--- src/design/ntfsdr_pkg.sv ---
// Shared constants for the run list decoder: register indexes, reset values, parse phases, widths.
`default_nettype none

package ntfsdr_pkg;

    // Configuration register indexes
    localparam logic CFG_CLUSTER_SECTORS = 1'b0;
    localparam logic CFG_VOLUME_START    = 1'b1;

    // Configuration reset values
    localparam logic [7:0]  CLUSTER_SECTORS_RST = 8'd8;
    localparam logic [47:0] VOLUME_START_RST    = 48'd0;

    // Parse phase codes
    localparam logic [1:0] PH_HEADER = 2'd0;
    localparam logic [1:0] PH_LENGTH = 2'd1;
    localparam logic [1:0] PH_OFFSET = 2'd2;

    // Byte and result widths fixed by the run list format
    localparam int BYTE_W   = 8;
    localparam int SECT_W   = 48;
    localparam int OFFSET_W = 64;
    localparam int PROD_W   = OFFSET_W + BYTE_W;

endpackage

`default_nettype wire

--- src/design/ntfs_data_run_decoder_unit.sv ---
// Run list decoder: parses run list bytes and emits one sector-addressed result per run, end or bad header.
`default_nettype none

// The decoder takes one run list byte per cycle and keeps up with a byte in every cycle,
// with no gaps between runs or between lists. A header byte opens a run (length size in
// the low nibble, offset size in the high nibble); when the last field byte arrives the
// offset delta is folded into the running cluster offset and the result leaves through the
// stage 1 register, then the offset magnitude, cluster multiply and volume add/saturate stages.
// A zero header gives an end-of-list result and clears the running offset; a header
// nibble above MAX_FIELD_BYTES gives a bad_header result. Each pipeline stage fills a
// bubble on its own, so input is held off only when every stage holds a result and the output
// is stalled. Write configuration only while no run is in flight; the block does not enforce it.
module ntfs_data_run_decoder_unit #(
    parameter int MAX_FIELD_BYTES = 8,
    parameter int SECTOR_BITS     = 48
) (
    input  wire logic                          clk,
    input  wire logic                          rst_n,
    // configuration write port
    input  wire logic                          cfg_write,
    input  wire logic                          cfg_index,
    input  wire logic [ntfsdr_pkg::SECT_W-1:0] cfg_data,
    // run list byte stream
    input  wire logic                          in_valid,
    output logic                               in_stall,
    input  wire logic [ntfsdr_pkg::BYTE_W-1:0] run_byte,
    // run results
    output logic                               out_valid,
    input  wire logic                          out_stall,
    output logic [ntfsdr_pkg::SECT_W-1:0]      run_start_sector,
    output logic [ntfsdr_pkg::SECT_W-1:0]      run_sector_count,
    output logic                               list_end,
    output logic                               bad_header
);

    import ntfsdr_pkg::*;

    localparam int DW  = BYTE_W * MAX_FIELD_BYTES;                 // field accumulator width
    localparam int CW  = $clog2(MAX_FIELD_BYTES + 1);              // bytes-left counter width
    localparam int PW  = (MAX_FIELD_BYTES > 1) ? $clog2(MAX_FIELD_BYTES) : 1;
    localparam int CPW = DW + BYTE_W;                              // count product width
    localparam logic [PROD_W-1:0] SecMax = (PROD_W'(1) << SECTOR_BITS) - PROD_W'(1);

    // Configuration registers
    logic [BYTE_W-1:0] cluster_sectors_reg;
    logic [SECT_W-1:0] volume_start_reg;

    always_ff @(posedge clk or negedge rst_n)
    begin
        if (!rst_n)
        begin
            cluster_sectors_reg <= CLUSTER_SECTORS_RST;
            volume_start_reg    <= VOLUME_START_RST;
        end
        else if (cfg_write)
        begin
            unique case (cfg_index)
                CFG_CLUSTER_SECTORS: cluster_sectors_reg <= cfg_data[BYTE_W-1:0];
                CFG_VOLUME_START:    volume_start_reg    <= cfg_data;
                default:             cluster_sectors_reg <= cluster_sectors_reg;
            endcase
        end
    end

    // Pipeline flow control: each stage loads when it is empty or its successor loads
    logic s1_valid_reg, s2_valid_reg, s3_valid_reg, out_valid_reg;
    logic out_load, s3_load, s2_load, s1_load, in_take;

    assign out_load = !out_valid_reg || !out_stall;
    assign s3_load  = !s3_valid_reg || out_load;
    assign s2_load  = !s2_valid_reg || s3_load;
    assign s1_load  = !s1_valid_reg || s2_load;
    assign in_stall = !s1_load;
    assign in_take  = in_valid && s1_load;

    // Parser state
    logic [1:0]          phase_reg, phase_next;
    logic [CW-1:0]       len_left_reg, len_left_next;
    logic [CW-1:0]       off_left_reg, off_left_next;
    logic [PW-1:0]       pos_reg, pos_next;
    logic [DW-1:0]       len_acc_reg, len_acc_next;
    logic [DW-1:0]       dlt_acc_reg, dlt_acc_next;
    logic [OFFSET_W-1:0] run_off_reg, run_off_next;

    // Parser outputs toward stage 1
    logic                res_valid, res_end, res_bad;
    logic [DW-1:0]       res_len;
    logic [OFFSET_W-1:0] res_off;

    // Field bytes merged in at the current byte position
    logic [DW-1:0]       len_upd, dlt_upd;
    logic [OFFSET_W-1:0] dlt_pad, delta64;
    logic                sign_ext;
    logic [3:0]          nib_lo, nib_hi;

    always_comb
    begin
        len_upd = len_acc_reg;
        dlt_upd = dlt_acc_reg;
        for (int k = 0; k < MAX_FIELD_BYTES; k++)
        begin
            if (pos_reg == PW'(k))
            begin
                len_upd[BYTE_W*k +: BYTE_W] = run_byte;
                dlt_upd[BYTE_W*k +: BYTE_W] = run_byte;
            end
        end
    end

    // Offset delta: sign-extended from its top byte only while the running offset is nonzero
    always_comb
    begin
        sign_ext = run_byte[BYTE_W-1] && (run_off_reg != '0);
        dlt_pad  = OFFSET_W'(dlt_upd);
        for (int k = 0; k < OFFSET_W / BYTE_W; k++)
        begin
            if (k <= int'(pos_reg))
                delta64[BYTE_W*k +: BYTE_W] = dlt_pad[BYTE_W*k +: BYTE_W];
            else
                delta64[BYTE_W*k +: BYTE_W] = {BYTE_W{sign_ext}};
        end
    end

    assign nib_lo = run_byte[3:0];
    assign nib_hi = run_byte[7:4];

    // Parse one byte
    always_comb
    begin
        phase_next    = phase_reg;
        len_left_next = len_left_reg;
        off_left_next = off_left_reg;
        pos_next      = pos_reg;
        len_acc_next  = len_acc_reg;
        dlt_acc_next  = dlt_acc_reg;
        run_off_next  = run_off_reg;
        res_valid     = 1'b0;
        res_end       = 1'b0;
        res_bad       = 1'b0;
        res_len       = len_upd;
        res_off       = run_off_reg;

        unique case (phase_reg)
            PH_LENGTH:
            begin
                len_acc_next  = len_upd;
                pos_next      = PW'(pos_reg + 1'b1);
                len_left_next = CW'(len_left_reg - 1'b1);
                if (len_left_reg == CW'(1))
                begin
                    pos_next = '0;
                    if (off_left_reg == '0)
                    begin
                        // run with no offset field: delta is zero
                        res_valid  = 1'b1;
                        phase_next = PH_HEADER;
                    end
                    else
                    begin
                        phase_next = PH_OFFSET;
                    end
                end
            end
            PH_OFFSET:
            begin
                dlt_acc_next  = dlt_upd;
                pos_next      = PW'(pos_reg + 1'b1);
                off_left_next = CW'(off_left_reg - 1'b1);
                if (off_left_reg == CW'(1))
                begin
                    run_off_next = run_off_reg + delta64;
                    res_off      = run_off_next;
                    res_len      = len_acc_reg;
                    res_valid    = 1'b1;
                    phase_next   = PH_HEADER;
                    pos_next     = '0;
                end
            end
            default:
            begin
                // header byte (unused phase code is taken as header too)
                phase_next = PH_HEADER;
                pos_next   = '0;
                if (run_byte == '0)
                begin
                    run_off_next  = '0;
                    len_left_next = '0;
                    off_left_next = '0;
                    res_valid     = 1'b1;
                    res_end       = 1'b1;
                end
                else if (int'(nib_lo) > MAX_FIELD_BYTES || int'(nib_hi) > MAX_FIELD_BYTES)
                begin
                    len_left_next = '0;
                    off_left_next = '0;
                    res_valid     = 1'b1;
                    res_bad       = 1'b1;
                end
                else
                begin
                    len_left_next = nib_lo[CW-1:0];
                    off_left_next = nib_hi[CW-1:0];
                    len_acc_next  = '0;
                    dlt_acc_next  = '0;
                    phase_next    = (nib_lo != '0) ? PH_LENGTH : PH_OFFSET;
                end
            end
        endcase
    end

    always_ff @(posedge clk or negedge rst_n)
    begin
        if (!rst_n)
        begin
            phase_reg    <= PH_HEADER;
            len_left_reg <= '0;
            off_left_reg <= '0;
            pos_reg      <= '0;
            len_acc_reg  <= '0;
            dlt_acc_reg  <= '0;
            run_off_reg  <= '0;
        end
        else if (in_take)
        begin
            phase_reg    <= phase_next;
            len_left_reg <= len_left_next;
            off_left_reg <= off_left_next;
            pos_reg      <= pos_next;
            len_acc_reg  <= len_acc_next;
            dlt_acc_reg  <= dlt_acc_next;
            run_off_reg  <= run_off_next;
        end
    end

    // Stage valid bits
    always_ff @(posedge clk or negedge rst_n)
    begin
        if (!rst_n)
        begin
            s1_valid_reg  <= 1'b0;
            s2_valid_reg  <= 1'b0;
            s3_valid_reg  <= 1'b0;
            out_valid_reg <= 1'b0;
        end
        else
        begin
            if (s1_load)
                s1_valid_reg <= in_take && res_valid;
            if (s2_load)
                s2_valid_reg <= s1_valid_reg;
            if (s3_load)
                s3_valid_reg <= s2_valid_reg;
            if (out_load)
                out_valid_reg <= s3_valid_reg;
        end
    end

    // Stage 1: new running offset and run length
    logic                s1_end_reg, s1_bad_reg;
    logic [DW-1:0]       s1_len_reg;
    logic [OFFSET_W-1:0] s1_off_reg;

    always_ff @(posedge clk)
    begin
        if (s1_load)
        begin
            s1_end_reg <= res_end;
            s1_bad_reg <= res_bad;
            s1_len_reg <= res_len;
            s1_off_reg <= res_off;
        end
    end

    // Stage 2: offset sign and magnitude
    logic                s2_end_reg, s2_bad_reg, s2_neg_reg;
    logic [DW-1:0]       s2_len_reg;
    logic [OFFSET_W-1:0] s2_mag_reg;

    always_ff @(posedge clk)
    begin
        if (s2_load)
        begin
            s2_end_reg <= s1_end_reg;
            s2_bad_reg <= s1_bad_reg;
            s2_neg_reg <= s1_off_reg[OFFSET_W-1];
            s2_len_reg <= s1_len_reg;
            s2_mag_reg <= s1_off_reg[OFFSET_W-1] ? (OFFSET_W'(0) - s1_off_reg) : s1_off_reg;
        end
    end

    // Stage 3: cluster size products
    logic              s3_end_reg, s3_bad_reg, s3_neg_reg;
    logic [PROD_W-1:0] s3_start_prod_reg;
    logic [CPW-1:0]    s3_cnt_prod_reg;

    always_ff @(posedge clk)
    begin
        if (s3_load)
        begin
            s3_end_reg        <= s2_end_reg;
            s3_bad_reg        <= s2_bad_reg;
            s3_neg_reg        <= s2_neg_reg;
            s3_start_prod_reg <= PROD_W'(s2_mag_reg) * PROD_W'(cluster_sectors_reg);
            s3_cnt_prod_reg   <= CPW'(s2_len_reg) * CPW'(cluster_sectors_reg);
        end
    end

    // Output stage: saturate products, apply volume start, saturate again
    logic [PROD_W-1:0] start_prod_sat, cnt_prod_ext, cnt_sat, vol_ext, start_raw, start_sat;

    always_comb
    begin
        vol_ext        = PROD_W'(volume_start_reg);
        start_prod_sat = (s3_start_prod_reg > SecMax) ? SecMax : s3_start_prod_reg;
        cnt_prod_ext   = PROD_W'(s3_cnt_prod_reg);
        cnt_sat        = (cnt_prod_ext > SecMax) ? SecMax : cnt_prod_ext;
        if (s3_neg_reg)
            start_raw = (start_prod_sat >= vol_ext) ? '0 : (vol_ext - start_prod_sat);
        else
            start_raw = vol_ext + start_prod_sat;
        start_sat = (start_raw > SecMax) ? SecMax : start_raw;
    end

    logic [SECT_W-1:0] start_out_reg, count_out_reg;
    logic              end_out_reg, bad_out_reg;

    always_ff @(posedge clk)
    begin
        if (out_load && s3_valid_reg)
        begin
            end_out_reg <= s3_end_reg;
            bad_out_reg <= s3_bad_reg;
            if (s3_end_reg || s3_bad_reg)
            begin
                start_out_reg <= '0;
                count_out_reg <= '0;
            end
            else
            begin
                start_out_reg <= start_sat[SECT_W-1:0];
                count_out_reg <= cnt_sat[SECT_W-1:0];
            end
        end
    end

    assign out_valid        = out_valid_reg;
    assign run_start_sector = start_out_reg;
    assign run_sector_count = count_out_reg;
    assign list_end         = end_out_reg;
    assign bad_header       = bad_out_reg;

endmodule

`default_nettype wire
--- config.mk ---
export PLATFORM = sky130hd
export DESIGN_NAME = ntfs_data_run_decoder_unit
export DESIGN_NICKNAME = d
export VERILOG_FILES = /design/src/design/ntfsdr_pkg.sv /design/src/design/ntfs_data_run_decoder_unit.sv
export SDC_FILE = /design/constraint.sdc
export NUM_CORES = 2
export LEC_CHECK = 0
export BUFFER_PORTS_ARGS = -buffer_cell sky130_fd_sc_hd__buf_4
export CORE_MARGIN = 4
export CORE_UTILIZATION = 50
export DETAILED_ROUTE_END_ITERATION = 7
export GPL_TIMING_DRIVEN = 0
export PLACE_DENSITY = 0.78
export SYNTH_ARGS = -nofsm -noshare
export SYNTH_HDL_FRONTEND = slang
export SYNTH_SLANG_ARGS = --single-unit
--- constraint.sdc ---
create_clock -name clk -period 8.7 [get_ports clk]
set_input_delay 1.305 -clock clk [delete_from_list [all_inputs] [get_ports clk]]
set_output_delay 1.305 -clock clk [all_outputs]
set_load 0.01 [all_outputs]
==> out/summary.md <==
The largest single stage delay on the critical path is 1.06 ns. Setup slack on the worst reg-to-reg path comes out at 0.47 ns. The logs give 0.505 for the effective utilization at floorplan and 121 MHz for the timing-limited maximum frequency. The number of placed instances, taps included, is 9329. The wire length of the first global-routing pass was 336000 um.

For this run, the number of standard cells in the final layout without fillers is 9492. The tools report the final antenna-violating net count as 0. The headroom to the max-slew limit came out at -0.0189. The later pin in the worst-skew pair is clocked with a latency of 0.72 ns.

The final-stage net count was 8705; the I/O pin count was 162. The number of global-route vias before repair is 56.9k, and the aggregate global routing overflow is 0. Across the whole layout, storage elements account for 21600 um^2.

The tools report the final worst slack as 0.468 ns. The deepest clock path buffer count is 3. The async set-or-reset flop fraction in the synthesized netlist works out to 0.337.

Along the worst hold path, the cell count comes to 0. For hold timing, the worst endpoint is s2_len_reg[13]. For the die area, the log shows 147000 um^2.

Compared with the post-synthesis result, the final layout area differs by 9.55%. In this run the static leakage power is 32.0 nW. After clock tree synthesis, the clock-pin slew on the worst setup and hold paths is 0.07 ns. The floorplan step defined a core boundary enclosing 140000 um^2. The number of storage elements in the synthesis netlist is 763, and the number of max-cap violations is 2. The logs give 0.296 for the total global routing track utilization and 174000 um for the HPWL reported at the end of detailed placement.

The floorplan has 137 rows. The share of the clock period used by the worst path after layout was 0.946. The first TritonRoute pass finished after 6 iterations. The actual slew at the worst max-slew pin came out at 1.53 ns. Main flop type after synthesis: sky130_fd_sc_hd__edfxtp_1. Data on the critical path is required at its endpoint by 9.19 ns.

Category of the worst setup path launch point: a flop. The worst setup path is of the reg2reg kind. The largest individual stage delay along the critical path comes from the cell sky130_fd_sc_hd__clkbuf_1. The worst setup path is captured at a flop.

The most numerous cell type found on the critical path is sky130_fd_sc_hd__fa_1. In this run the power density over the cells is 292 nW/um^2. Across all layers, the routed design uses 57.2k vias. The flow ran to the end, but the final reports show violations. The initial antenna violation count is 9, and the share of layout cells above drive strength 1 is 0.0702. For this run, design rule violations remaining after detail routing come to 0. The count of port buffers added during placement is 159. Clock tree synthesis selected as its root buffer the cell sky130_fd_sc_hd__clkbuf_16. The synthesized netlist occupies a cell area of 70700 um^2. After synthesis, the mean cell area works out to 9.71 um^2. For the worst setup path, the data arrival time is 8.73 ns. The run gives 221000 um as the wire length reported by the detailed router. Of all cell types, the one taking the most synthesized area is sky130_fd_sc_hd__edfxtp_1. The most numerous cell in the Yosys netlist was sky130_fd_sc_hd__nand2_1. The final reports fail on capacitance limit, slew limit. The tools report the maximum vdd ir drop as 0.349 mV. The H-tree was split into 3 levels. After detailed routing, the average wire length per cell comes to 23.3 um.

The tools report the max-slew violation count as 21. The detailed router finished its first iteration with 5863 violations. The tools report the portion of the post-synthesis area used by sequential elements as 0.306.

In this run the critical register-to-register path is launched from cluster_sectors_reg[5]. The startpoint identified for the worst hold timing path is s1_len_reg[13]. The filler cells instantiated in the layout total 12.1k. Setup repair after global routing left no endpoint under its margin. The tools report the number of buffers added by the clock tree synthesis step as 84. Synthesis produced a netlist with a net count of 8449. The height of the die works out to 384 um. Walking the worst path, the cells encountered are clkbuf_1 -> clkbuf_1 -> nand2_1 -> fa_1 -> fa_1 -> fa_1 -> fa_1 -> inv_1 -> ha_1 -> buf_2 -> nand3_1 -> nor3_2 -> nand2_1 -> a2111oi_1 -> o21ai_0 -> a21oi_1 -> a211oi_1 -> o41ai_2 -> a31oi_1 -> o21ai_0 -> xor2_1. The setup-violating endpoint count in the final report is 0, and the number of vias per cell is 6.03. TritonCTS built the clock tree. The count of warnings emitted by yosys came out at 0. In this run, post-CTS hold repair placed 0 buffers. In this run the critical register-to-register path is captured at s3_start_prod_reg[66]. Number of synthesized flops with an enable pin: 506.

Overall power consumption after layout is estimated at 22.6 mW. At the placement stage, the worst setup path has a slack of 0.504 ns. By area the synthesized netlist is led by sky130_fd_sc_hd__edfxtp_1 21%, sky130_fd_sc_hd__fa_1 21%, sky130_fd_sc_hd__dfrtp_1 9.1%, sky130_fd_sc_hd__ha_1 6.3%, sky130_fd_sc_hd__nand2_1 5.2%.

The area share of the largest cell type after synthesis is 0.215. The largest net degree at the start of global routing was 119; the path depth of the worst reg2reg path was 21. The run gives 0 as the post-CTS setup buffer count.

Kind of path behind the tightest hold check: reg2reg. After synthesis, the netlist uses 104 different library cells. The die is 384 um wide. The final count of hold timing violations is 0, and the number of gates resized after CTS is 0. The final weighted congestion of routability-driven global placement was 1.04; the area used by multi-input combinational logic was 44900 um^2. The logs give 0.0509 ns for the setup clock skew after layout and 7283 for the post-synthesis instance total.

Along the worst path, the maximum fanout reaches 10. Counting every sink on the clock net gives 763. Counting I/O delays and the setup requirement, the final critical path takes 8.23 ns. Counting instances in the post-synthesis netlist gives the leading cell types as 988 x sky130_fd_sc_hd__nand2_1, 747 x sky130_fd_sc_hd__fa_1, 701 x sky130_fd_sc_hd__inv_1, 506 x sky130_fd_sc_hd__edfxtp_1, 435 x sky130_fd_sc_hd__and2_1.
[worst max-delay path: cells and delay by family, from the launching register on]
| family | cells | cell delay [ns] |
|---|---|---|
| buffers and inverters | 4 | 1.81 |
| adder cells (fa/ha/maj) | 5 | 2.31 |
| AO/OA/AOI/OAI | 7 | 2.44 |
| flip-flops | 1 | 0.36 |
| AND/OR/NAND/NOR | 4 | 0.88 |
| XOR/XNOR | 1 | 0.22 |
[final cells by class]
cell class,instances,area share
multi-input cells,5425,0.580
inverters,705,0.0342
clock buffers,114,0.0299
diodes,6,0.000194
repair buffers,170,0.0191
well taps,1876,0.0303
flip-flops and latches,763,0.279
clock inverters,43,0.00696
plain buffers,390,0.0195
[logic make-up after synthesis]
logic type / synth area share
AO/OA/AOI/OAI: 0.148
XOR/XNOR: 0.0320
adder cells (fa/ha/maj): 0.275
buffers and inverters: 0.0587
flip-flops: 0.306
multiplexers: 0.0224
AND/OR/NAND/NOR: 0.158
[where the power goes]
group	switching, mW	leakage [nW]	internal, mW	total [mW]
clock network	1.58	1.37	2.08	3.66
registers	0.754	9.19	5.28	6.03
logic	8.18	21.4	4.74	12.9
total	10.5	32.0	12.1	22.6
[routing by layer]
| metal | track usage | part of all wire | vias up |
|---|---|---|---|
| li1 | - | - | 25300 |
| met2 | 0.454 | 0.44 | 3125 |
| met3 | 0.0663 | 0.10 | 573 |
| met5 | 0 | 0.00025 | - |
| met1 | 0.394 | 0.40 | 28200 |
| met4 | 0.160 | 0.062 | 8 |
[layout by cell type (no fill, tap or decap), types with 14 or more instances in the layout]
cell type / n
sky130_fd_sc_hd__o21bai_1: 55
sky130_fd_sc_hd__a21o_1: 173
sky130_fd_sc_hd__nor2_1: 355
sky130_fd_sc_hd__ha_1: 357
sky130_fd_sc_hd__mux2_2: 129
sky130_fd_sc_hd__o21a_1: 42
sky130_fd_sc_hd__nand2b_1: 55
sky130_fd_sc_hd__xnor2_1: 188
sky130_fd_sc_hd__inv_1: 700
sky130_fd_sc_hd__edfxtp_1: 506
sky130_fd_sc_hd__a21oi_1: 429
sky130_fd_sc_hd__a31oi_1: 72
sky130_fd_sc_hd__a22o_1: 152
sky130_fd_sc_hd__nand2_1: 987
sky130_fd_sc_hd__o31ai_1: 51
sky130_fd_sc_hd__nor2b_1: 40
sky130_fd_sc_hd__o22ai_1: 17
sky130_fd_sc_hd__buf_2: 22
sky130_fd_sc_hd__clkbuf_1: 375
sky130_fd_sc_hd__nor4_1: 52
sky130_fd_sc_hd__nand4_1: 68
sky130_fd_sc_hd__clkbuf_16: 85
sky130_fd_sc_hd__and3_1: 40
sky130_fd_sc_hd__xor2_1: 70
sky130_fd_sc_hd__dfrtp_1: 256
sky130_fd_sc_hd__a211o_1: 16
sky130_fd_sc_hd__or3_1: 72
sky130_fd_sc_hd__a31o_2: 14
sky130_fd_sc_hd__nor3_1: 58
sky130_fd_sc_hd__fa_1: 747
sky130_fd_sc_hd__o211ai_1: 27
sky130_fd_sc_hd__and2_1: 435
sky130_fd_sc_hd__nand3_1: 76
sky130_fd_sc_hd__a211oi_1: 30
sky130_fd_sc_hd__buf_4: 159
sky130_fd_sc_hd__o21ai_1: 23
sky130_fd_sc_hd__o21ai_0: 350
[how the worst max path moves through the flow]
stage / start / to / slack, ns / cells past startpoint
floorplan: out_stall / run_off_reg[10] / 1.84 / 8
global placement: out_stall / run_off_reg[23] / -0.79 / 9
detailed placement: cluster_sectors_reg[5] / s3_start_prod_reg[70] / 0.50 / 21
CTS: cluster_sectors_reg[5] / s3_start_prod_reg[70] / 0.43 / 21
global route: cluster_sectors_reg[5] / s3_start_prod_reg[66] / 0.04 / 21
finish: cluster_sectors_reg[5] / s3_start_prod_reg[66] / 0.47 / 21
[through the flow]
step | util | setup TNS, ns | cell area, um^2 | hold slack [ns]
6_report | 0.553 | 0 | 77400 | 0.408
5_1_grt | 0.553 | 0 | 77400 | 0.408
4_1_cts | 0.553 | 0 | 77400 | 0.398
3_5_place_dp | 0.532 | 0 | 74600 | 0.405
3_3_place_gp | 0.530 | -130.52 | 74200 | 0.401
2_1_floorplan | - | 0 | 70700 | 0.400
Note: power is estimated with default switching activity, not from simulation.
